File: src/rtl/core/boid_pkg.sv
// Shared types and codes for the BER object identifier decoder.
package boid_pkg;

   // Result kinds
   localparam logic [1:0] KIND_ARC  = 2'd0;
   localparam logic [1:0] KIND_DONE = 2'd1;
   localparam logic [1:0] KIND_ERR  = 2'd2;

   // Error codes
   localparam logic [2:0] ERR_WRONG_TAG    = 3'd0;
   localparam logic [2:0] ERR_LEN_TOO_LONG = 3'd1;
   localparam logic [2:0] ERR_EMPTY        = 3'd2;
   localparam logic [2:0] ERR_EARLY_END    = 3'd3;
   localparam logic [2:0] ERR_UNTERMINATED = 3'd4;

   // Number of result words one input word can cause
   localparam int unsigned MAX_RESULTS = 3;

   // One result word
   typedef struct packed {
      logic [1:0]  kind;
      logic [31:0] arc_value;
      logic [4:0]  arc_index;
      logic [63:0] consumed_bytes;
      logic [2:0]  error_code;
      logic        last_of_run;
   } result_type;

endpackage

File: src/rtl/core/ber_oid_tlv_decoder.sv
// Top level of the BER object identifier TLV decoder.
//
// Bytes of a BER buffer enter on the req_ channel, one word per byte, with
// req_end_of_buffer marking the last byte. The tag must be 0x06; the length
// may be short form or long form with up to eight octets. The content is
// decoded into arcs, the first subidentifier yielding two arcs.
// Each byte gives zero to three words on the rsp_ channel: arcs, then one
// done word (with the bytes consumed) or one error word. rsp_last_of_run
// flags the final word caused by a byte.
// The first result word of an accepted byte appears in the cycle after it.
// A byte enters every cycle while each byte gives at most one word and the
// receiver does not stall; a byte giving more words holds the next byte back,
// as the single result register bank hands out one word per unstalled cycle.
// After done or error the decoder ignores bytes up to the end-of-buffer
// byte and then waits for a new tag. Reset (synchronous) clears the decode
// state and drops any pending result. While the receiver stalls, the current
// result word holds and req_stall rises once the bank cannot empty.
module ber_oid_tlv_decoder #(
   parameter int unsigned MAX_ARCS = 32
) (
   input  logic        clock,
   input  logic        reset,
   input  logic        req_valid,
   output logic        req_stall,
   input  logic [7:0]  req_data_byte,
   input  logic        req_end_of_buffer,
   output logic        rsp_valid,
   input  logic        rsp_stall,
   output logic [1:0]  rsp_kind,
   output logic [31:0] rsp_arc_value,
   output logic [4:0]  rsp_arc_index,
   output logic [63:0] rsp_consumed_bytes,
   output logic [2:0]  rsp_error_code,
   output logic        rsp_last_of_run
);
   import boid_pkg::*;

   logic                         accept;
   logic                         can_load;
   result_type [MAX_RESULTS-1:0] step_results;
   logic [1:0]                   step_count;
   result_type                   out_result;

   assign req_stall = !can_load;
   assign accept    = req_valid && can_load;

   // Decode state and per-byte logic
   boid_step #(
      .MAX_ARCS (MAX_ARCS)
   ) u_step (
      .clock         (clock),
      .reset         (reset),
      .accept        (accept),
      .data_byte     (req_data_byte),
      .end_of_buffer (req_end_of_buffer),
      .results       (step_results),
      .result_count  (step_count)
   );

   // Result words out, one per cycle while the receiver does not stall
   boid_rsp_queue u_queue (
      .clock        (clock),
      .reset        (reset),
      .load         (accept),
      .load_results (step_results),
      .load_count   (step_count),
      .out_stall    (rsp_stall),
      .out_valid    (rsp_valid),
      .out_result   (out_result),
      .can_load     (can_load)
   );

   assign rsp_kind           = out_result.kind;
   assign rsp_arc_value      = out_result.arc_value;
   assign rsp_arc_index      = out_result.arc_index;
   assign rsp_consumed_bytes = out_result.consumed_bytes;
   assign rsp_error_code     = out_result.error_code;
   assign rsp_last_of_run    = out_result.last_of_run;

endmodule

File: src/rtl/core/boid_step.sv
// Decoder state and the per-byte decode that produces up to three results.
module boid_step #(
   parameter int unsigned MAX_ARCS = 32
) (
   input  logic                                        clock,
   input  logic                                        reset,
   input  logic                                        accept,
   input  logic [7:0]                                  data_byte,
   input  logic                                        end_of_buffer,
   output boid_pkg::result_type [boid_pkg::MAX_RESULTS-1:0] results,
   output logic [1:0]                                  result_count
);
   import boid_pkg::*;

   localparam int unsigned CNT_W = $clog2(MAX_ARCS + 1);
   localparam int unsigned EXT_W = (CNT_W > 5) ? CNT_W : 5;

   localparam logic [2:0] PH_TAG       = 3'd0;
   localparam logic [2:0] PH_LEN_FIRST = 3'd1;
   localparam logic [2:0] PH_LEN_MORE  = 3'd2;
   localparam logic [2:0] PH_CONTENT   = 3'd3;
   localparam logic [2:0] PH_DRAIN     = 3'd4;

   localparam logic [7:0] TAG_OID = 8'h06;

   logic [2:0]       phase_ff, phase_in;
   logic [3:0]       len_left_ff, len_left_in;
   logic [3:0]       len_count_ff, len_count_in;
   logic [63:0]      content_len_ff, content_len_in;
   logic [63:0]      content_left_ff, content_left_in;
   logic [31:0]      subid_ff, subid_in;
   logic [CNT_W-1:0] arc_count_ff, arc_count_in;
   logic             first_done_ff, first_done_in;

   // Per-byte decode: next state, arcs and an optional closing result
   always_comb begin
      logic [1:0]       arc_n;
      logic [31:0]      arc_val0, arc_val1;
      logic [CNT_W-1:0] arc_idx0, arc_idx1;
      logic             fin;
      logic [1:0]       fin_kind;
      logic [2:0]       fin_err;
      logic [63:0]      fin_total;
      logic [6:0]       oct_cnt;
      logic [63:0]      len_shift;
      logic [3:0]       len_left_dec;
      logic             active;
      logic             cont;
      logic [31:0]      subid_new;
      logic [CNT_W:0]   cnt_plus1;
      logic [64:0]      total_wide;
      logic [EXT_W-1:0] idx0_ext, idx1_ext;
      result_type       r_arc0, r_arc1, r_fin;

      phase_in        = phase_ff;
      len_left_in     = len_left_ff;
      len_count_in    = len_count_ff;
      content_len_in  = content_len_ff;
      content_left_in = content_left_ff;
      subid_in        = subid_ff;
      arc_count_in    = arc_count_ff;
      first_done_in   = first_done_ff;

      arc_n     = 2'd0;
      arc_val0  = '0;
      arc_val1  = '0;
      arc_idx0  = arc_count_ff;
      arc_idx1  = arc_count_ff + CNT_W'(1);
      fin       = 1'b0;
      fin_kind  = KIND_ERR;
      fin_err   = ERR_WRONG_TAG;
      fin_total = '0;

      oct_cnt      = data_byte[6:0];
      len_shift    = {content_len_ff[55:0], data_byte};
      len_left_dec = len_left_ff - 4'd1;
      active       = (arc_count_ff < CNT_W'(MAX_ARCS));
      cont         = data_byte[7];
      subid_new    = {subid_ff[24:0], data_byte[6:0]};
      cnt_plus1    = {1'b0, arc_count_ff} + (CNT_W + 1)'(1);
      total_wide   = {1'b0, content_len_ff} + 65'({len_count_ff} + 5'd1);

      case (phase_ff)
         PH_TAG: begin
            len_left_in     = '0;
            len_count_in    = '0;
            content_len_in  = '0;
            content_left_in = '0;
            subid_in        = '0;
            arc_count_in    = '0;
            first_done_in   = 1'b0;
            if (data_byte != TAG_OID) begin
               fin     = 1'b1;
               fin_err = ERR_WRONG_TAG;
            end else if (end_of_buffer) begin
               fin     = 1'b1;
               fin_err = ERR_EARLY_END;
            end else begin
               phase_in = PH_LEN_FIRST;
            end
         end
         PH_LEN_FIRST: begin
            if (!data_byte[7]) begin
               // Short form length
               content_len_in  = 64'(data_byte);
               content_left_in = 64'(data_byte);
               len_count_in    = 4'd1;
               if (data_byte == 8'd0) begin
                  fin     = 1'b1;
                  fin_err = ERR_EMPTY;
               end else if (end_of_buffer) begin
                  fin     = 1'b1;
                  fin_err = ERR_EARLY_END;
               end else begin
                  phase_in = PH_CONTENT;
               end
            end else begin
               // Long form: the low seven bits count the length octets
               if (oct_cnt > 7'd8) begin
                  fin     = 1'b1;
                  fin_err = ERR_LEN_TOO_LONG;
               end else if (oct_cnt == 7'd0) begin
                  len_count_in = 4'd1;
                  fin          = 1'b1;
                  fin_err      = ERR_EMPTY;
               end else if (end_of_buffer) begin
                  fin     = 1'b1;
                  fin_err = ERR_EARLY_END;
               end else begin
                  len_left_in    = oct_cnt[3:0];
                  len_count_in   = oct_cnt[3:0] + 4'd1;
                  content_len_in = '0;
                  phase_in       = PH_LEN_MORE;
               end
            end
         end
         PH_LEN_MORE: begin
            content_len_in = len_shift;
            len_left_in    = len_left_dec;
            if (len_left_dec == 4'd0) begin
               content_left_in = len_shift;
               if (len_shift == 64'd0) begin
                  fin     = 1'b1;
                  fin_err = ERR_EMPTY;
               end else if (end_of_buffer) begin
                  fin     = 1'b1;
                  fin_err = ERR_EARLY_END;
               end else begin
                  phase_in = PH_CONTENT;
               end
            end else if (end_of_buffer) begin
               fin     = 1'b1;
               fin_err = ERR_EARLY_END;
            end
         end
         PH_CONTENT: begin
            // Gather the subidentifier and emit arcs when it terminates
            if (active) begin
               subid_in = subid_new;
               if (!cont) begin
                  subid_in = '0;
                  if (!first_done_ff) begin
                     first_done_in = 1'b1;
                     if (subid_new < 32'd40) begin
                        arc_val0 = 32'd0;
                        arc_val1 = subid_new;
                     end else if (subid_new < 32'd80) begin
                        arc_val0 = 32'd1;
                        arc_val1 = subid_new - 32'd40;
                     end else begin
                        arc_val0 = 32'd2;
                        arc_val1 = subid_new - 32'd80;
                     end
                     if (cnt_plus1 < (CNT_W + 1)'(MAX_ARCS)) begin
                        arc_n        = 2'd2;
                        arc_count_in = arc_count_ff + CNT_W'(2);
                     end else begin
                        arc_n        = 2'd1;
                        arc_count_in = arc_count_ff + CNT_W'(1);
                     end
                  end else begin
                     arc_val0     = subid_new;
                     arc_n        = 2'd1;
                     arc_count_in = arc_count_ff + CNT_W'(1);
                  end
               end
            end
            content_left_in = content_left_ff - 64'd1;
            if (content_left_ff == 64'd1) begin
               fin = 1'b1;
               if (active && cont) begin
                  fin_err = ERR_UNTERMINATED;
               end else begin
                  fin_kind  = KIND_DONE;
                  fin_total = total_wide[64] ? '1 : total_wide[63:0];
               end
            end else if (end_of_buffer) begin
               fin     = 1'b1;
               fin_err = ERR_EARLY_END;
            end
         end
         default: begin
            // Draining until the end of the buffer
            if (end_of_buffer) begin
               phase_in = PH_TAG;
            end
         end
      endcase

      if (fin) begin
         phase_in = end_of_buffer ? PH_TAG : PH_DRAIN;
      end

      // Assemble the result words: arcs first, then done or error
      idx0_ext = EXT_W'(arc_idx0);
      idx1_ext = EXT_W'(arc_idx1);

      r_arc0                = '0;
      r_arc0.kind           = KIND_ARC;
      r_arc0.arc_value      = arc_val0;
      r_arc0.arc_index      = idx0_ext[4:0];
      r_arc0.last_of_run    = (arc_n == 2'd1) && !fin;

      r_arc1                = '0;
      r_arc1.kind           = KIND_ARC;
      r_arc1.arc_value      = arc_val1;
      r_arc1.arc_index      = idx1_ext[4:0];
      r_arc1.last_of_run    = !fin;

      r_fin                 = '0;
      r_fin.kind            = fin_kind;
      r_fin.consumed_bytes  = (fin_kind == KIND_DONE) ? fin_total : 64'd0;
      r_fin.error_code      = (fin_kind == KIND_ERR) ? fin_err : ERR_WRONG_TAG;
      r_fin.last_of_run     = 1'b1;

      results[0]   = (arc_n != 2'd0) ? r_arc0 : r_fin;
      results[1]   = (arc_n == 2'd2) ? r_arc1 : r_fin;
      results[2]   = r_fin;
      result_count = arc_n + {1'b0, fin};
   end

   // State registers, updated on each accepted word
   always_ff @(posedge clock) begin
      if (reset) begin
         phase_ff        <= PH_TAG;
         len_left_ff     <= '0;
         len_count_ff    <= '0;
         content_len_ff  <= '0;
         content_left_ff <= '0;
         subid_ff        <= '0;
         arc_count_ff    <= '0;
         first_done_ff   <= 1'b0;
      end else if (accept) begin
         phase_ff        <= phase_in;
         len_left_ff     <= len_left_in;
         len_count_ff    <= len_count_in;
         content_len_ff  <= content_len_in;
         content_left_ff <= content_left_in;
         subid_ff        <= subid_in;
         arc_count_ff    <= arc_count_in;
         first_done_ff   <= first_done_in;
      end
   end

endmodule

File: src/rtl/core/boid_rsp_queue.sv
// Result register bank that holds the words of one byte and hands them out in order.
module boid_rsp_queue (
   input  logic                                        clock,
   input  logic                                        reset,
   input  logic                                        load,
   input  boid_pkg::result_type [boid_pkg::MAX_RESULTS-1:0] load_results,
   input  logic [1:0]                                  load_count,
   input  logic                                        out_stall,
   output logic                                        out_valid,
   output boid_pkg::result_type                        out_result,
   output logic                                        can_load
);
   import boid_pkg::*;

   result_type [MAX_RESULTS-1:0] slot_ff, slot_in;
   logic [1:0]                   count_ff, count_in;
   logic                         pop;

   assign out_valid  = (count_ff != 2'd0);
   assign out_result = slot_ff[0];
   assign pop        = out_valid && !out_stall;

   // A new byte may enter once the bank will be empty after this cycle
   assign can_load = (count_ff == 2'd0) || ((count_ff == 2'd1) && pop);

   // Load a fresh set of words, or shift the bank down by one on a pop
   always_comb begin
      slot_in  = slot_ff;
      count_in = count_ff;
      if (load) begin
         slot_in  = load_results;
         count_in = load_count;
      end else if (pop) begin
         slot_in[0] = slot_ff[1];
         slot_in[1] = slot_ff[2];
         count_in   = count_ff - 2'd1;
      end
   end

   always_ff @(posedge clock) begin
      slot_ff <= slot_in;
   end

   always_ff @(posedge clock) begin
      if (reset) begin
         count_ff <= 2'd0;
      end else begin
         count_ff <= count_in;
      end
   end

endmodule

File: config.mk
export PLATFORM = sky130hd
export DESIGN_NAME = ber_oid_tlv_decoder
export DESIGN_NICKNAME = d
export VERILOG_FILES = /design/src/rtl/core/boid_pkg.sv /design/src/rtl/core/ber_oid_tlv_decoder.sv /design/src/rtl/core/boid_step.sv /design/src/rtl/core/boid_rsp_queue.sv
export SDC_FILE = /design/constraint.sdc
export NUM_CORES = 1
export LEC_CHECK = 0
export ABC_AREA = 0
export BUFFER_PORTS_ARGS = -buffer_cell sky130_fd_sc_hd__buf_2
export CORE_ASPECT_RATIO = 1.2
export CORE_MARGIN = 8
export CORE_UTILIZATION = 62
export CTS_CLUSTER_SIZE = 28
export DETAILED_ROUTE_END_ITERATION = 8
export GPL_ROUTABILITY_DRIVEN = 0
export GPL_TIMING_DRIVEN = 0
export PLACE_DENSITY = 0.81
export SETUP_SLACK_MARGIN = 0.4
export SYNTH_ARGS = -nofsm -noshare
export SYNTH_HDL_FRONTEND = slang
export SYNTH_SLANG_ARGS = --single-unit
File: constraint.sdc
create_clock -name clock -period 7 [get_ports clock]
set_input_delay 0.35 -clock clock [delete_from_list [all_inputs] [get_ports clock]]
set_output_delay 0.35 -clock clock [all_outputs]
set_load 0.03 [all_outputs]
After elaboration in Yosys (flattened, before gate mapping)
Cells that the tools add are included.
{"block": "totals", "register_bits": 456, "out_inout_bits": 109, "word_cells": 198}
{"block": "classes", "n_addsub": 12, "magnitude_cmp": 5, "eq_ne": 31, "mux": 96, "n_reduce_logical": 30}
{"op": "64-bit two-way mux", "n": 11}
{"op": "214-bit two-way mux", "n": 2}
{"op": "32-bit two-way mux", "n": 11}
{"op": "64-bit case mux with 4 select lines", "n": 1}
{"op": "107-bit two-way mux", "n": 2}
{"op": "64-bit case mux with 3 select lines", "n": 1}
{"op": "3-bit two-way mux", "n": 23}
{"op": "64-bit by 65-bit adder with 65-bit output", "n": 1}
{"op": "64-bit by 1-bit == test with 1-bit output (second input constant)", "n": 1}
{"op": "64-bit logical NOT", "n": 1}
{"op": "64-bit by 1-bit subtractor with 64-bit output (second input constant)", "n": 1}
{"op": "25-bit two-way mux", "n": 2}
{"op": "25-bit case mux with 2 select lines", "n": 1}
{"op": "32-bit by 6-bit less-than comparator with 1-bit output (second input constant)", "n": 1}
{"op": "32-bit by 7-bit less-than comparator with 1-bit output (second input constant)", "n": 1}
{"op": "4-bit two-way mux", "n": 8}
{"op": "32-bit by 6-bit subtractor with 32-bit output (second input constant)", "n": 1}
{"op": "32-bit by 7-bit subtractor with 32-bit output (second input constant)", "n": 1}
{"op": "2-bit two-way mux", "n": 12}
{"op": "6-bit two-way mux", "n": 4}
{"op": "3-bit case mux with 4 select lines", "n": 2}
{"op": "3-bit inequality test (second input constant)", "n": 5}
{"op": "2-bit inequality test (second input constant)", "n": 6}
{"op": "4-bit inequality test (second input constant)", "n": 3}
{"op": "43 further kinds", "n": 72}

Depth between registers and ports, before layout
{"block": "depth", "word_depth": 11, "depth_mapped": 13, "mapped_depth_nobuf": 12}

By module
From an unflattened synthesis, not the netlist that was laid out.
{"block": "unflattened", "cells_unflattened": 2647, "area_unflattened_um2": 26370.3}
{"mod": "boid_step", "n_inst": 1, "cells_per_inst": 1960, "area_per_inst_um2": 13186.4}
{"mod": "boid_rsp_queue", "n_inst": 1, "cells_per_inst": 685, "area_per_inst_um2": 13173.9}
{"mod": "ber_oid_tlv_decoder", "n_inst": 1, "cells_per_inst": 2, "area_per_inst_um2": 10.0}

Least setup slack after synthesis
OpenSTA, ideal clock, no wires.
{"block": "synth_path", "path_kind": "register -> register", "startpoint": "reg u_queue.count_ff[0]", "endpoint": "reg u_queue.slot_ff (netlist bit u_queue.out_result[0]) (enable)", "setup_time_ns": 0.575, "t_arrival_ns": 5.131, "required_time_ns": 6.425, "setup_slack_ns": 1.294, "stages_incl_launch_ff": 5, "n_path_buf": 0, "period_less_slack_ns": 5.706, "path_cell_list": "dfxtp_1 inv_1 ha_1 nor2_1 a21o_1"}
{"block": "synth_via", "elab_chain_len": 6, "word_cells_on_any_way": 8, "classes_between": "1 x eq/ne; 7 x reduce/logical"}
{"element": "from (decl)", "line_no": "boid_rsp_queue.sv:16", "rtl": "logic [1:0] count_ff, count_in;"}
{"element": "from (signal assigned)", "line_no": "boid_rsp_queue.sv:48", "rtl": "count_ff <= count_in;"}
{"element": "2-bit nonzero test", "line_no": "boid_rsp_queue.sv:19", "rtl": "assign out_valid = (count_ff != 2'd0);"}
{"element": "1-bit logical AND", "line_no": "boid_rsp_queue.sv:21", "rtl": "assign pop = out_valid && !out_stall;"}
{"element": "1-bit logical AND", "line_no": "boid_rsp_queue.sv:24", "rtl": "assign can_load = (count_ff == 2'd0) || ((count_ff == 2'd1) && pop);"}
{"element": "1-bit logical OR", "line_no": "boid_rsp_queue.sv:24"}
{"element": "1-bit logical AND", "line_no": "ber_oid_tlv_decoder.sv:45", "rtl": "assign accept = req_valid && can_load;"}
{"element": "2-bit nonzero test (no source line) (*)"}
{"element": "to (signal assigned)", "line_no": "boid_rsp_queue.sv:41", "rtl": "slot_ff <= slot_in;"}
{"element": "to (decl)", "line_no": "boid_rsp_queue.sv:15", "rtl": "result_type [MAX_RESULTS-1:0] slot_ff, slot_in;"}
Every way passes the cells marked *; elsewhere a longest branch is shown, timed or not.
A chain may end at the register's enable or synchronous reset.

==> metrics.md <==
| Metric | Value |
|---|---|
| Status | finished, final reports clean |
| Final hold vios | 0 |
| Drt first-iter violations | 2695 |
| Post-Syn Instances | approximately 2500 |
| Top Ports | 122 |
| Largest net degree at the start of global routing | 87 |
| Syn Nets | between 2000 and 3000 |
| # Post-CTS Setup Buffers | 0 |
| Worst skew pair latency | 570 ps |
| Die Ht | around 230 microns |
| CP dominant cell by count | clkbuf_1 |
| Hold_ws | 125 ps |
| Clk slew on worst S/H paths | 60 ps |
| Hold Crit Class | primary input to flop |
| Crit path launch type | flop |
| Layout Nets | about 2700 |
| Worst Tran Pin Value | 1370 ps |
| Largest family of logic cells by synthesized area | simple AND/OR/NAND/NOR gates |
| WL/cell | 21.5 microns |
| Clk sinks | around 460 |
| Cell depth of the worst hold path | 3 |
| Hold Crit Start | req_data_byte[4] |
| Hold buffers post-CTS | 0 |
| RSZ-0062 raised after global routing | false |
| Min Tclk post-route | 3980 ps |
| Mapped Area | 23400 sq um |
| DP Cell Count | between 3000 and 4000 |
| Design Area, Final | 26000 sq um |
| Drt total wl | just under 70000 microns |
| #FFs+latches synth | about 460 |
| CP Cell Sequence | nor4_1, and3_1, nand4_1, nor3_1, nand3_1, clkbuf_1, clkbuf_1, o21ai_0 |
| Grt total ovfl | 0 |
| Final cell count without fillers | between 3000 and 4000 |
| Fin util | 69.4% |
| Compound-cell area share of the yosys netlist | about 16% |
| Crit path DAT | 4340 ps |
| Crit. End Element | flop |
| Mux contribution to synthesized area | 0.439% |
| Final setup violation count | 0 |
| CP startpoint | u_step.content_left_ff[30] |
| Vias per inst | 6.48 |
| Final slew viol count | 0 |
| Die area | ~44000 sq um |
| Vias post-DR | 20800 |
| # resized after CTS | 0 |
| Yosys cell types | 86 |
| Vias in the first global route | 19900 |
| CP max stage delay | 750 ps |
| # Max-Cap Violations | 0 |
| H-tree Lvls | 2 |
| EDFF count, synth | roughly 280 |
| CTS buffer count | 45 |
| Worst Hold Path EP | u_step.subid_ff[4] |
| Post-Synth Simple-Gate Area | about 20% |
| Top_reg_cell synth | edfxtp_1 |
| Buf/Inv on CP | 2 |
| Sequential element share of the synthesized area | 51.2% |
| Proportion of layout cells with a drive suffix above 1 | a little under an eighth |
| Leak | 9.30 nW |
| Remaining DRCs | 0 |
| DRT antenna net count | 0 |
| Area share of xor/xnor cells in the synthesized design | 3.04% |
| PortBufs | 117 |
| Core ar. | 37500 sq um |
| Period utilization | 56.9% |
| Slowest CP cell | nor4_1 |
| RR Endpoint | u_queue.out_result[22] |
| Max FO, Critical Path | 10 |
| Clock skew | 17.8 ps |
| Initial antenna violation count | 3 |
| Dpl hpwl | 49300 microns |
| Top delay family on crit path | simple AND/OR/NAND/NOR gates |
| Synth async-reset ratio | 0% |
| CTS Root Cell | clkbuf_16 |
| Slew headroom | 8.34% |
| Reg2reg setup slack | 3020 ps |
| GRT Overall Usage | approximately 30% |
| Reg2Reg Depth | 8 |
| First-pass GRT wire length | approximately 110000 microns |
| Pre-antenna DRT Iters | 8 |
| Max Clk Rate | 251 MHz |
| Area of placed instances | roughly 25000 sq um |
| Syn_area_per_cell | about 9.2 sq um |
| Yosys Warn Count | 0 |
| Area share of fa/ha/maj cells after synthesis | 1.32% |
| Critical Path RT | 7360 ps |
| Worst VDD drop | 0.332 mV |
| Horiz. Die Dim | 193 microns |
| Reg2reg start | u_step.content_left_ff[30] |
| Kind of critical path | flop to flop |
| Row count | 78 |
| Clk buf depth | 3 |
| Area grow syn2layout | 11.3% |
| Power per cell area | between 300 and 400 nW/um^2 |
| CTS tree | yes |
| Initial Utilization | 62.3% |
[routing by layer]
metal / track usage (%) / routed length (microns) / up-vias
li1: - / - / 9391
met1: 35.2 / 25200 / 9805
met2: 50.4 / 32900 / 1325
met3: 6.80 / 7060 / 319
met4: 16.2 / 3900 / 2
met5: 0 / 13 / -
[registers in the layout (all words and copies together), names as in the netlist, 3 cells and up]
| signal | cells |
|---|---|
| u_queue.out_result | 107 |
| u_step.phase_ff | 3 |
| u_step.content_left_ff | 64 |
| u_step.arc_count_ff | 6 |
| u_step.subid_ff | 25 |
| u_queue.slot_ff | 176 |
| u_step.len_left_ff | 4 |
| u_step.len_count_ff | 4 |
| u_step.content_len_ff | 64 |
[Yosys cell counts, types with 26 or more instances]
library cell,instances,share of area (%)
nand2_1,372,6.0
edfxtp_1,283,36
nor2_1,241,3.9
dfxtp_1,173,15
o21ai_0,168,3.6
clkbuf_1,162,2.6
a21oi_1,159,3.4
nand3_1,117,2.5
buf_4,106,3.4
nor3_1,92,2.0
xnor2_1,58,2.2
o21ai_1,57,1.2
nor4_1,48,1.3
a22o_1,41,1.5
inv_1,37,0.59
a22oi_1,29,0.93
and3_1,26,0.70
[worst max path at each step]
stage,endpoint,slack [ps],cells past startpoint
6_report,u_queue.out_result[22],3020,8
5_1_grt,u_queue.out_result[22],2820,8
2_1_floorplan,u_queue.out_result[0],1290,4
4_1_cts,u_queue.out_result[5],3180,10
3_5_place_dp,u_queue.out_result[5],3220,10
3_3_place_gp,u_queue.out_result[43],-130,4
[report_power, final]
group	switching [W]	internal [W]	total, W
registers	0.000227	0.00389	0.00411
logic	0.00243	0.00117	0.00361
clock network	0.00102	0.00128	0.00230
total	0.00368	0.00635	0.0100
[worst register-to-register path, cell delays in order (launching register included)]
cell and delay, ps:
dfxtp_1 360, nor4_1 750, and3_1 330, nand4_1 480, nor3_1 600, nand3_1 290, clkbuf_1 390, clkbuf_1 290
o21ai_0 310
[cells in the final DEF (no fill, tap or decap), types with 14 or more instances in the layout]
master,instances
a21oi_1,159
a22o_1,41
a22oi_1,29
and3_1,26
and4_1,14
buf_2,128
buf_4,106
clkbuf_1,174
clkbuf_16,46
dfxtp_1,173
edfxtp_1,283
ha_1,23
inv_1,37
nand2_1,372
nand3_1,117
nand4_1,17
nor2_1,241
nor3_1,92
nor4_1,47
o211ai_1,14
o21a_1,18
o21ai_0,168
o21ai_1,57
or3_1,20
or4_1,14
xnor2_1,58
xor2_1,23
[cells by family after synthesis]
kind of cell             Yosys count
AO/OA/AOI/OAI                    609
XOR/XNOR                          81
adder cells (fa/ha/maj)           24
buffers and inverters            337
flip-flops                       456
multiplexers                       9
AND/OR/NAND/NOR                 1020
[final cells by class]
class                   count  area, sq um
flip-flops and latches    456        12000
fillers                  2849        11500
multi-input cells        1743         9690
plain buffers             296         1570
clock buffers              59         1210
repair buffers            120          668
well taps                 480          601
inverters                  41          155
clock inverters            18          141
diodes                      1         2.50
[metrics by stage]
step           total power [W]  setup TNS [ps]  setup WS, ps
5_1_grt                 0.0104               0          2820
6_report                0.0100               0          3020
4_1_cts                 0.0100               0          3180
3_5_place_dp           0.00772               0          3220
2_1_floorplan          0.00680               0          1290
3_3_place_gp           0.00767          -22760          -128
No activity file was read; power rests on OpenSTA's default activity.
